==> src/hdl/slcpp_pkg.sv <==
// Shared types and constants for the sync, length and checksum packet parser.
package slcpp_pkg;

	localparam int DATA_W = 8;
	localparam int IDX_W  = 9;
	localparam int SUM_W  = 16;
	localparam int RUN_W  = 24;
	localparam int ERR_W  = 32;
	localparam int CFG_W  = 16;
	localparam int CIDX_W = 2;

	typedef enum logic [2:0] {
		PH_SYNC1 = 3'd0,
		PH_SYNC2 = 3'd1,
		PH_COUNT = 3'd2,
		PH_ID    = 3'd3,
		PH_SUMLO = 3'd4,
		PH_SUMHI = 3'd5,
		PH_DATA  = 3'd6
	} phase_t;

	typedef enum logic [2:0] {
		EV_NONE            = 3'd0,
		EV_BAD_FIRST_SYNC  = 3'd1,
		EV_BAD_SECOND_SYNC = 3'd2,
		EV_BAD_SUM         = 3'd3,
		EV_ACCEPT          = 3'd4
	} event_t;

	localparam logic REQ_FEED = 1'b0;
	localparam logic REQ_READ = 1'b1;

	localparam logic [CIDX_W-1:0] CFG_FIRST_SYNC  = 2'd0;
	localparam logic [CIDX_W-1:0] CFG_SECOND_SYNC = 2'd1;
	localparam logic [CIDX_W-1:0] CFG_SYNC_WORD   = 2'd2;

	typedef struct packed {
		logic [DATA_W-1:0] first_sync;
		logic [DATA_W-1:0] second_sync;
		logic [SUM_W-1:0]  sync_word;
	} cfg_t;

	typedef struct packed {
		logic             en;
		logic [IDX_W-1:0] addr;
	} wr_t;

	typedef struct packed {
		event_t            event_code;
		logic [DATA_W-1:0] message_id;
		logic              held_valid;
		logic [IDX_W-1:0]  held_length;
		logic [ERR_W-1:0]  first_sync_errors;
		logic [ERR_W-1:0]  second_sync_errors;
		logic [ERR_W-1:0]  sum_errors;
	} status_t;

endpackage

==> src/hdl/slcpp_core.sv <==
// Parse state machine, checksum accumulator and error counters of the packet parser.
module slcpp_core (
	input  logic              clk,
	input  logic              arst_n,
	input  logic              feed,
	input  logic [7:0]        data_byte,
	input  slcpp_pkg::cfg_t   cfg,
	output slcpp_pkg::status_t status,
	output slcpp_pkg::wr_t    wr
);
	import slcpp_pkg::*;

	phase_t            phase_q, phase_d;
	logic [DATA_W-1:0] count_q, count_d;
	logic [DATA_W-1:0] id_q, id_d;
	logic [SUM_W-1:0]  exp_q, exp_d;
	logic [IDX_W-1:0]  bytes_q, bytes_d;
	logic [RUN_W-1:0]  run_q, run_d;
	logic              held_valid_q, held_valid_d;
	logic [IDX_W-1:0]  held_len_q, held_len_d;
	logic [ERR_W-1:0]  err1_q, err1_d;
	logic [ERR_W-1:0]  err2_q, err2_d;
	logic [ERR_W-1:0]  errs_q, errs_d;
	event_t            event_d;

	logic [RUN_W-1:0]  run_new;
	logic [IDX_W-1:0]  bytes_new;
	logic [IDX_W-1:0]  need;
	logic [RUN_W:0]    total;
	logic [SUM_W-1:0]  fold;

	assign run_new   = run_q + (bytes_q[0] ? {8'b0, data_byte, 8'b0} : {16'b0, data_byte});
	assign bytes_new = bytes_q + 9'd1;
	assign need      = {count_q, 1'b0};
	assign total     = {1'b0, run_new} + {9'b0, cfg.sync_word};
	assign fold      = total[SUM_W-1:0] + {7'b0, total[RUN_W:SUM_W]};

	always_ff @(posedge clk or negedge arst_n) begin
		if (!arst_n) begin
			phase_q      <= PH_SYNC1;
			count_q      <= '0;
			id_q         <= '0;
			exp_q        <= '0;
			bytes_q      <= '0;
			run_q        <= '0;
			held_valid_q <= 1'b0;
			held_len_q   <= '0;
			err1_q       <= '0;
			err2_q       <= '0;
			errs_q       <= '0;
		end else begin
			phase_q      <= phase_d;
			count_q      <= count_d;
			id_q         <= id_d;
			exp_q        <= exp_d;
			bytes_q      <= bytes_d;
			run_q        <= run_d;
			held_valid_q <= held_valid_d;
			held_len_q   <= held_len_d;
			err1_q       <= err1_d;
			err2_q       <= err2_d;
			errs_q       <= errs_d;
		end
	end

	always_comb begin
		phase_d      = phase_q;
		count_d      = count_q;
		id_d         = id_q;
		exp_d        = exp_q;
		bytes_d      = bytes_q;
		run_d        = run_q;
		held_valid_d = held_valid_q;
		held_len_d   = held_len_q;
		err1_d       = err1_q;
		err2_d       = err2_q;
		errs_d       = errs_q;
		event_d      = EV_NONE;
		wr.en        = 1'b0;
		wr.addr      = bytes_q;
		if (feed) begin
			case (phase_q)
				PH_SYNC2: begin
					if (data_byte != cfg.second_sync) begin
						err2_d  = err2_q + 32'd1;
						event_d = EV_BAD_SECOND_SYNC;
						phase_d = PH_SYNC1;
						count_d = '0;
						exp_d   = '0;
						bytes_d = '0;
						run_d   = '0;
					end else begin
						phase_d = PH_COUNT;
					end
				end
				PH_COUNT: begin
					count_d = data_byte;
					phase_d = PH_ID;
				end
				PH_ID: begin
					id_d    = data_byte;
					phase_d = PH_SUMLO;
				end
				PH_SUMLO: begin
					exp_d   = {8'b0, data_byte};
					phase_d = PH_SUMHI;
				end
				PH_SUMHI: begin
					held_valid_d = 1'b0;
					held_len_d   = '0;
					if (count_q == '0) begin
						held_valid_d = 1'b1;
						event_d      = EV_ACCEPT;
						phase_d      = PH_SYNC1;
						count_d      = '0;
						exp_d        = '0;
						bytes_d      = '0;
						run_d        = '0;
					end else begin
						// The length and id word is folded into the running sum up front.
						exp_d   = {data_byte, exp_q[7:0]};
						bytes_d = '0;
						run_d   = {8'b0, id_q, count_q};
						phase_d = PH_DATA;
					end
				end
				PH_DATA: begin
					wr.en = 1'b1;
					if (bytes_new == need) begin
						if (fold != exp_q) begin
							errs_d  = errs_q + 32'd1;
							event_d = EV_BAD_SUM;
						end else begin
							held_valid_d = 1'b1;
							held_len_d   = need;
							event_d      = EV_ACCEPT;
						end
						phase_d = PH_SYNC1;
						count_d = '0;
						exp_d   = '0;
						bytes_d = '0;
						run_d   = '0;
					end else begin
						run_d   = run_new;
						bytes_d = bytes_new;
					end
				end
				default: begin
					if (data_byte != cfg.first_sync) begin
						err1_d  = err1_q + 32'd1;
						event_d = EV_BAD_FIRST_SYNC;
						phase_d = PH_SYNC1;
						count_d = '0;
						exp_d   = '0;
						bytes_d = '0;
						run_d   = '0;
					end else begin
						phase_d = PH_SYNC2;
					end
				end
			endcase
		end
	end

	always_comb begin
		status.event_code         = event_d;
		status.message_id         = id_d;
		status.held_valid         = held_valid_d;
		status.held_length        = held_len_d;
		status.first_sync_errors  = err1_d;
		status.second_sync_errors = err2_d;
		status.sum_errors         = errs_d;
	end

endmodule

==> src/hdl/sync_length_checksum_packet_parser.sv <==
// Top level of the sync, length and checksum packet parser with its payload store.
// A transaction is registered in the input register, its result in the result register.
// Throughput: one transaction per cycle when out_stall is low; the input register and the
// result register are separated so a new transaction enters while a finished result waits.
// Reset clears the parse state, the held packet, the error counters and the configuration.
// The payload store is not cleared; only bytes of the held packet are ever returned.
module sync_length_checksum_packet_parser #(
	parameter int PAYLOAD_BYTES = 512
) (
	input  logic                          clk,
	input  logic                          arst_n,
	input  logic                          cfg_we,
	input  logic [slcpp_pkg::CIDX_W-1:0]  cfg_index,
	input  logic [slcpp_pkg::CFG_W-1:0]   cfg_data,
	input  logic                          in_valid,
	output logic                          in_stall,
	input  logic                          req_type,
	input  logic [slcpp_pkg::DATA_W-1:0]  data_byte,
	input  logic [slcpp_pkg::IDX_W-1:0]   read_index,
	output logic                          out_valid,
	input  logic                          out_stall,
	output logic [2:0]                    event_code,
	output logic [slcpp_pkg::DATA_W-1:0]  message_id,
	output logic                          packet_valid,
	output logic [slcpp_pkg::IDX_W-1:0]   valid_byte_count,
	output logic [slcpp_pkg::DATA_W-1:0]  read_data,
	output logic                          read_ok,
	output logic [slcpp_pkg::ERR_W-1:0]   bad_first_sync_count,
	output logic [slcpp_pkg::ERR_W-1:0]   bad_second_sync_count,
	output logic [slcpp_pkg::ERR_W-1:0]   bad_sum_count
);
	import slcpp_pkg::*;

	localparam int ADDR_W = $clog2(PAYLOAD_BYTES);

	cfg_t              cfg_q;
	status_t           status;
	wr_t               wr;

	logic              out_ready;
	logic              accept;
	logic              commit;
	logic              feed;
	logic              wr_en;
	logic [ADDR_W-1:0] waddr;
	logic [ADDR_W-1:0] raddr;
	logic              read_ok_d;

	logic              valid_s1;
	logic              req_type_s1;
	logic [DATA_W-1:0] data_byte_s1;
	logic [IDX_W-1:0]  read_index_s1;
	logic [DATA_W-1:0] mem_data_s1;
	logic              byp_s1;
	logic [DATA_W-1:0] byp_data_s1;

	logic              out_valid_q;
	event_t            event_code_q;
	logic [DATA_W-1:0] message_id_q;
	logic              packet_valid_q;
	logic [IDX_W-1:0]  valid_byte_count_q;
	logic [DATA_W-1:0] read_data_q;
	logic              read_ok_q;
	logic [ERR_W-1:0]  err1_q;
	logic [ERR_W-1:0]  err2_q;
	logic [ERR_W-1:0]  errs_q;

	logic [DATA_W-1:0] mem [PAYLOAD_BYTES];

	assign out_ready = !out_valid_q || !out_stall;
	assign commit    = valid_s1 && out_ready;
	assign in_stall  = valid_s1 && !out_ready;
	assign accept    = in_valid && !in_stall;
	assign feed      = commit && (req_type_s1 == REQ_FEED);

	assign waddr = ADDR_W'(wr.addr);
	assign raddr = ADDR_W'(read_index);
	assign wr_en = wr.en && ({1'b0, waddr} < (ADDR_W+1)'(PAYLOAD_BYTES));

	always_ff @(posedge clk or negedge arst_n) begin
		if (!arst_n) begin
			cfg_q <= '0;
		end else if (cfg_we) begin
			case (cfg_index)
				CFG_FIRST_SYNC:  cfg_q.first_sync  <= cfg_data[DATA_W-1:0];
				CFG_SECOND_SYNC: cfg_q.second_sync <= cfg_data[DATA_W-1:0];
				CFG_SYNC_WORD:   cfg_q.sync_word   <= cfg_data[SUM_W-1:0];
				default: begin
				end
			endcase
		end
	end

	slcpp_core u_core (
		.clk       (clk),
		.arst_n    (arst_n),
		.feed      (feed),
		.data_byte (data_byte_s1),
		.cfg       (cfg_q),
		.status    (status),
		.wr        (wr)
	);

	always_ff @(posedge clk or negedge arst_n) begin
		if (!arst_n) begin
			valid_s1 <= 1'b0;
		end else if (accept) begin
			valid_s1 <= 1'b1;
		end else if (commit) begin
			valid_s1 <= 1'b0;
		end
	end

	always_ff @(posedge clk) begin
		if (accept) begin
			req_type_s1   <= req_type;
			data_byte_s1  <= data_byte;
			read_index_s1 <= read_index;
		end
	end

	always_ff @(posedge clk) begin
		if (wr_en) begin
			mem[waddr] <= data_byte_s1;
		end
	end

	// A byte written by the committing transaction is forwarded to a read entering alongside it.
	always_ff @(posedge clk) begin
		if (accept) begin
			mem_data_s1 <= mem[raddr];
			byp_s1      <= wr_en && (waddr == raddr);
			byp_data_s1 <= data_byte_s1;
		end
	end

	assign read_ok_d = (req_type_s1 == REQ_READ) && status.held_valid &&
		(read_index_s1 < status.held_length) &&
		({1'b0, ADDR_W'(read_index_s1)} < (ADDR_W+1)'(PAYLOAD_BYTES));

	always_ff @(posedge clk or negedge arst_n) begin
		if (!arst_n) begin
			out_valid_q <= 1'b0;
		end else if (commit) begin
			out_valid_q <= 1'b1;
		end else if (!out_stall) begin
			out_valid_q <= 1'b0;
		end
	end

	always_ff @(posedge clk) begin
		if (commit) begin
			event_code_q       <= status.event_code;
			message_id_q       <= status.message_id;
			packet_valid_q     <= status.held_valid;
			valid_byte_count_q <= status.held_valid ? status.held_length : '0;
			read_ok_q          <= read_ok_d;
			read_data_q        <= read_ok_d ? (byp_s1 ? byp_data_s1 : mem_data_s1) : '0;
			err1_q             <= status.first_sync_errors;
			err2_q             <= status.second_sync_errors;
			errs_q             <= status.sum_errors;
		end
	end

	assign out_valid             = out_valid_q;
	assign event_code            = event_code_q;
	assign message_id            = message_id_q;
	assign packet_valid          = packet_valid_q;
	assign valid_byte_count      = valid_byte_count_q;
	assign read_data             = read_data_q;
	assign read_ok               = read_ok_q;
	assign bad_first_sync_count  = err1_q;
	assign bad_second_sync_count = err2_q;
	assign bad_sum_count         = errs_q;

endmodule
==> config.mk <==
export PLATFORM = sky130hd
export DESIGN_NAME = sync_length_checksum_packet_parser
export DESIGN_NICKNAME = d
export VERILOG_FILES = /design/src/hdl/slcpp_pkg.sv /design/src/hdl/slcpp_core.sv /design/src/hdl/sync_length_checksum_packet_parser.sv
export SDC_FILE = /design/constraint.sdc
export NUM_CORES = 2
export LEC_CHECK = 0
export ABC_CLOCK_PERIOD_IN_PS = 20900
export BUFFER_PORTS_ARGS = -buffer_cell sky130_fd_sc_hd__buf_2
export CAP_MARGIN = 30
export CORE_MARGIN = 5
export CORE_UTILIZATION = 35
export DETAILED_ROUTE_END_ITERATION = 10
export GPL_TIMING_DRIVEN = 0
export PLACE_DENSITY = 0.54
export SYNTH_ARGS = -nofsm -noshare
export SYNTH_HDL_FRONTEND = slang
export SYNTH_SLANG_ARGS = --single-unit
==> constraint.sdc <==
create_clock -name clk -period 20.9 [get_ports clk]
set_input_delay 4.18 -clock clk [delete_from_list [all_inputs] [get_ports clk]]
set_output_delay 4.18 -clock clk [all_outputs]
set_load 0.1 [all_outputs]
## After elaboration in Yosys (flattened, before gate mapping)

Memory sizes are Yosys's and may differ from the RTL's. A register that Yosys moved wholly into a read port is not among the register bits.
Index checks and enable logic that the tools add are counted.
Widths: inputs -> output; s select.

- Bits in registers: 361
- Bits in writable memories: 4096
- Input port bits: 41
- Output and inout bits: 128
- Logic and storage cells: 152
- Memories kept: 1

Memories:

| memory | depth | bits a word | read ports | clocked after Yosys merged registers in | write ports | RTL line | source |
|---|---|---|---|---|---|---|---|
| mem | 512 | 8 | 1 | 1 | 1 | sync_length_checksum_packet_parser.sv:68 | `logic [DATA_W-1:0] mem [PAYLOAD_BYTES];` |

- Add/sub/neg operators: 7
- $lt $le $gt $ge: 1
- Equal/unequal tests: 17
- Multiplexer cells: 61
- Bitwise logic cells: 4
- Reductions and logical operators: 30

Operators with widths:

| cell | count |
|---|---|
| $mux 32 | 10 |
| $add 32x1->32 const B | 3 |
| $mux 16 | 6 |
| $pmux 24 s4 | 1 |
| $pmux 16 s5 | 1 |
| $mux 24 | 3 |
| $mux 8 | 7 |
| $mux 9 | 6 |
| $pmux 8 s5 | 1 |
| $pmux 9 s4 | 1 |
| $add 24x16->25 | 1 |
| $add 24x24->24 | 1 |
| $eq 9x9->1 | 2 |
| $pmux 3 s6 | 1 |
| $pmux 9 s2 | 1 |
| $add 16x9->16 | 1 |
| $ne 16x16->1 | 1 |
| $ne 8x8->1 | 2 |
| $mux 3 | 5 |
| $mux 1 | 14 |
| $pmux 3 s4 | 1 |
| $reduce_and 6->1 | 2 |
| $reduce_bool 5->1 | 2 |
| $add 9x1->9 const B | 1 |
| other kinds (23) | 46 |

## Depth between registers and ports, before layout

- Depth after elaboration: 11
- Mapped depth: 53
- Depth with buffers taken out: 48

## Cells and area by module

From an unflattened synthesis, not the netlist that was laid out.

- Cells, all modules: 8782
- Area, all modules: 175582.1 um2

Modules (own cells, without submodules):

| module | times used | cells an instance | area an instance (um2) | sequential area each (um2) |
|---|---|---|---|---|
| sync_length_checksum_packet_parser | 1 | 7580 | 164657.9 | 128683.4 |
| slcpp_core | 1 | 1202 | 10924.2 | 4354.2 |

## Worst setup path after synthesis

OpenSTA, ideal clock, no wires.

- Kind: reg-to-reg
- Start: reg data_byte_s1[0]
- End: reg read_data_q[0] (netlist: read_data[0]), data pin
- Setup time: 0.139 ns
- Data arrival time: 15.462 ns
- Data required time: 20.761 ns
- Setup slack: 5.299 ns
- Stages on the path, launching flop included: 51
- Buffers on the path: 4
- Clock period less this slack: 15.601 ns
- Cells stage by stage: edfxtp_1 > buf_2 > nor2b_1 > ha_1 > inv_1 > fa_1 > nor2b_1 > o21ai_0 > a21boi_0 > o21ai_0 > nor2b_1 > nor2_1 > o21bai_1 > a21oi_1 > xnor2_1 > ha_1 > and3_1 > and2_1 > [15 not listed] > nor3_2 > buf_6 > nor2_4 > buf_4 > a22oi_1 > ha_1 > a21o_1 > a21oi_1 > nor2b_1 > o21ai_0 > nand2b_1 > a21oi_1 > nor2b_1 > o21ai_0 > and4b_1 > buf_1 > o211ai_1 > nor2_1

- Cells in the longest elaborated chain, start to end: 11
- Elaborated cells between the ends (all ways): 16
- Those cells by class: add/sub: 3; order compare: 1; eq/ne: 1; mux: 9; reduce/logical: 2

RTL lines:

| what | RTL line | source |
|---|---|---|
| from (decl) | sync_length_checksum_packet_parser.sv:51 | `logic [DATA_W-1:0] data_byte_s1;` |
| from (signal assigned) | sync_length_checksum_packet_parser.sv:117 | `data_byte_s1 <= data_byte;` |
| $mux 16 (*) | slcpp_core.sv:32 | `assign run_new = run_q + (bytes_q[0] ? {8'b0, data_byte, 8'b0} : {16'b0, data_byte});` |
| $add 24x24->24 (*) | slcpp_core.sv:32 |  |
| $add 24x16->25 (*) | slcpp_core.sv:35 | `assign total = {1'b0, run_new} + {9'b0, cfg.sync_word};` |
| $add 16x9->16 (*) | slcpp_core.sv:36 | `assign fold = total[SUM_W-1:0] + {7'b0, total[RUN_W:SUM_W]};` |
| $ne 16x16->1 (*) | slcpp_core.sv:130 | `if (fold != exp_q) begin` |
| $mux 9 / $mux 1 (equally long branches) | slcpp_core.sv:130 |  |
| $mux 9 / $mux 1 (equally long branches) | slcpp_core.sv:129 | `if (bytes_new == need) begin` |
| $pmux 9 s2 / $pmux 1 s2 (equally long branches) | slcpp_core.sv:82 | `case (phase_q)` |
| $mux 9 / $mux 1 (equally long branches) | slcpp_core.sv:81 | `if (feed) begin` |
| $lt 9x9->1 / $logic_and 1x1->1 (equally long branches) | sync_length_checksum_packet_parser.sv:138, sync_length_checksum_packet_parser.sv:137 |  |
| $logic_and 1x1->1 (*) | sync_length_checksum_packet_parser.sv:137 | `assign read_ok_d = (req_type_s1 == REQ_READ) && status.held_valid &&` |
| to (signal assigned) | sync_length_checksum_packet_parser.sv:158 | `read_data_q <= read_ok_d ? (byp_s1 ? byp_data_s1 : mem_data_s1) : '0;` |
| to (decl) | sync_length_checksum_packet_parser.sv:62 | `logic [DATA_W-1:0] read_data_q;` |

Mark *: on every way between the ends. The rest lies on a longest branch, timed or not.
A chain may end at the register's enable or synchronous reset.

## Worst setup path in the final report

- Start: reg data_byte_s1[0]
- End: reg read_data_q[3] (netlist: read_data[3]), data pin

The elaborated chain is that of the path after synthesis.

==> metrics.txt <==
outcome=complete, no violations; CTS Sinks=~4.5k; CTS Root Cell=clkbuf_16; DP HPWL=about 390000 um; Die Area=515000 sq um; DR pass1 iterations=6; worst skew pair latency=1.03 ns; commonest non-fill, non-tap cells in the layout=4257 x edfxtp_1, 1360 x mux4_2, 585 x nor2_1; Netlist cell types=81; Max Cap Viol=0; CTS clk-pin slew, worst paths=0.06 ns; cts hold-fix bufs=0; leak pwr=around 66 nW; vias in the first global route=89.2k; Syn Area/Cell=22.0 sq um; f_max=77.1 MHz; CTS Buffer Depth=4; hold_ws=0.463 ns; largest net degree at the start of global routing=121; width of the die=between 700 and 800 um; crit start category=flop; share of total power in sequential cells=51.4%; CP Data Arrival Time=13.80 ns; Starting Density=35.1%; Tot Pwr=approximately 19 mW; CP peak stage delay=between 0.9 and 1 ns; DR iter-0 viols=11.9k; Gate power share=7.3%; RSZ-0062 raised after global routing=false; Setup CP Type=reg2reg; final hold viol count=0; most common cell after layout, fill and taps aside=edfxtp_1; Critical path buffers and inverters=7; Die Y=between 700 and 800 um; Total GRT Usage=20.4%; I/O pin count=169; post-CTS setup buffers=0; Resized cells post-CTS=0; cell family with most CP delay=compound AO/OA/AOI/OAI gates; Min Clock Period, post-route=12.97 ns; core area=around 500000 sq um; Seq/Total Area, Yosys=75.8%; H-Tree Depth=5; Final Net Count=9040; hold path start=u_core.err2_q[31]; relative slew slack=26.1%; predominant post-synthesis flop cell=edfxtp_1; Fillers=approximately 43k; first-pass GRT wire length=737000 um; drt wl/cell=approximately 34 um; worst min-delay path category=reg2reg; Slew @ Worst Pin=1.11 ns; final setup TNS=0 ns; total CTS buffers=approximately 450; clk_skew=0.0425 ns; CTS tree=built; # setup viols final=0; WL final=537000 um; Congestion Overflow GR=0; Syn Nets=~8k; Internal=14.9 mW; DR vias=around 89k; PwrDens=~93 nW/um^2; CP Max Fanout=19; Gate Count Post-Synth=7969; layout cells sized above 1=around 29%; Placer Congestion=slightly below 0.9; row count=260; asr flop ratio synth=4.66%; via/cell ratio=5.56; dpl cells=15.2k; antenna violations before repair=58; number of synthesized register bits=4465; Net Sw Power=4.36 mW; Worst R2R Start=data_byte_s1[0]; PortBufs=168; remaining antenna violation count=0; Peak VDD IR=72.5 uV; slowest CP cell=edfxtp_1; crit end category=flop; Pins Over Slew Limit=0; fin cells=16.0k; P&R area growth vs syn=17.9%; Cell Area, Synth=around 180000 sq um; Critical Path RT=~22 ns; residual DRC count=0; Post-synth EDFFs=4257; Final Core Density=41.3%; switching part of the total=22.7%; Tcrit/Tclk final=62.1%; Crit. Startpoint=data_byte_s1[0]; Yosys warning count=0; Clock power frac=41.2%
-- final timing paths --
check                      cells past startpoint  slack, ns                 to
setup / recovery                              52       7.93       read_data[3]
hold / removal                                 1       0.46  u_core.err2_q[31]
setup reg to reg                              52       7.93       read_data[3]
hold reg to reg                                1       0.46  u_core.err2_q[31]
max in group asynchronous                      2      16.51   u_core.errs_q[4]
min in group asynchronous                      1       3.16  u_core.err1_q[25]
-- cell usage after synthesis (all sizes together) (9+ instances only) --
library cell | number | share of area (%)
edfxtp | 4257 | 73
mux4 | 1360 | 17
nor2 | 589 | 1.3
clkbuf | 304 | 0.65
dfrtp | 208 | 3.0
nand2 | 176 | 0.38
buf | 155 | 0.41
xnor2 | 110 | 0.55
o21ai | 75 | 0.21
xor2 | 72 | 0.36
nand3 | 65 | 0.19
ha | 58 | 0.41
mux2 | 52 | 0.33
a21oi | 45 | 0.13
and3 | 44 | 0.16
nand4 | 33 | 0.12
nor3 | 31 | 0.098
inv | 30 | 0.064
a22oi | 25 | 0.11
a22o | 24 | 0.12
and2 | 23 | 0.082
a21o | 21 | 0.090
nor2b | 21 | 0.075
nand2b | 19 | 0.068
nor4 | 16 | 0.071
o211ai | 15 | 0.067
nor3b | 11 | 0.047
o21a | 11 | 0.047
or3 | 11 | 0.039
o31ai | 10 | 0.043
a31oi | 9 | 0.041
nand3b | 9 | 0.039
-- stage by stage --
step                      area (sq um)  setup WS, ns
after global routing            207000          7.12
final                           207000          7.93
after detailed placement        192000          7.26
after CTS                       207000          7.21
after floorplan                 175000          5.30
after global placement          185000         -6.07
-- cell type report --
class                   count  area [sq um]  share of cell area, %
inverters                  30           113                 0.0544
plain buffers             459          1970                  0.953
diodes                     23          57.6                 0.0278
well taps                6681          8360                   4.04
repair buffers            519          8570                   4.14
clock buffers             556         11800                   5.70
flip-flops and latches   4465        133000                   64.3
clock inverters           266          2500                   1.21
multi-input cells        3015         40400                   19.5
-- cell families after synthesis --
group                      Yosys count  share of synthesized area [%]
xor gates and xnor gates           183                          0.922
AOI/OAI and AO/OA                  286                           1.11
and+or+nand+nor                   1073                           2.75
muxes                             1412                           17.8
buffers and inverters              489                           1.13
DFF                               4465                           75.8
adders and majority gates           61                          0.448
-- registers in the layout (all words and copies together) (netlist names), 24 cells and up --
| register | cells |
|---|---|
| mem | 4096 |
| bad_first_sync_count | 32 |
| bad_second_sync_count | 32 |
| bad_sum_count | 32 |
| cfg_q | 32 |
| u_core.err1_q | 32 |
| u_core.err2_q | 32 |
| u_core.errs_q | 32 |
| u_core.run_q | 24 |
-- power by group through the flow --
stage	combinational, mW	clock, mW	sequential [mW]
after global routing	1.46	8.44	9.88
after CTS	1.41	8.04	9.89
after detailed placement	1.41	0	10.1
after global placement	1.08	0	10.4
final	1.41	7.93	9.89
after floorplan	0.553	0	10.3
-- layer usage --
metal | share of wire [%] | global-route usage [%] | wire length, um | up-vias
met3 | 9.6 | 4.77 | 51600 | 781
li1 | - | - | - | 35356
met4 | 4.2 | 7.71 | 22500 | 18
met2 | 46 | 31.8 | 249000 | 4523
met1 | 40 | 27.9 | 213000 | 48315
met5 | 0.023 | 0 | 123 | -
No activity file was read; power rests on OpenSTA's default activity.
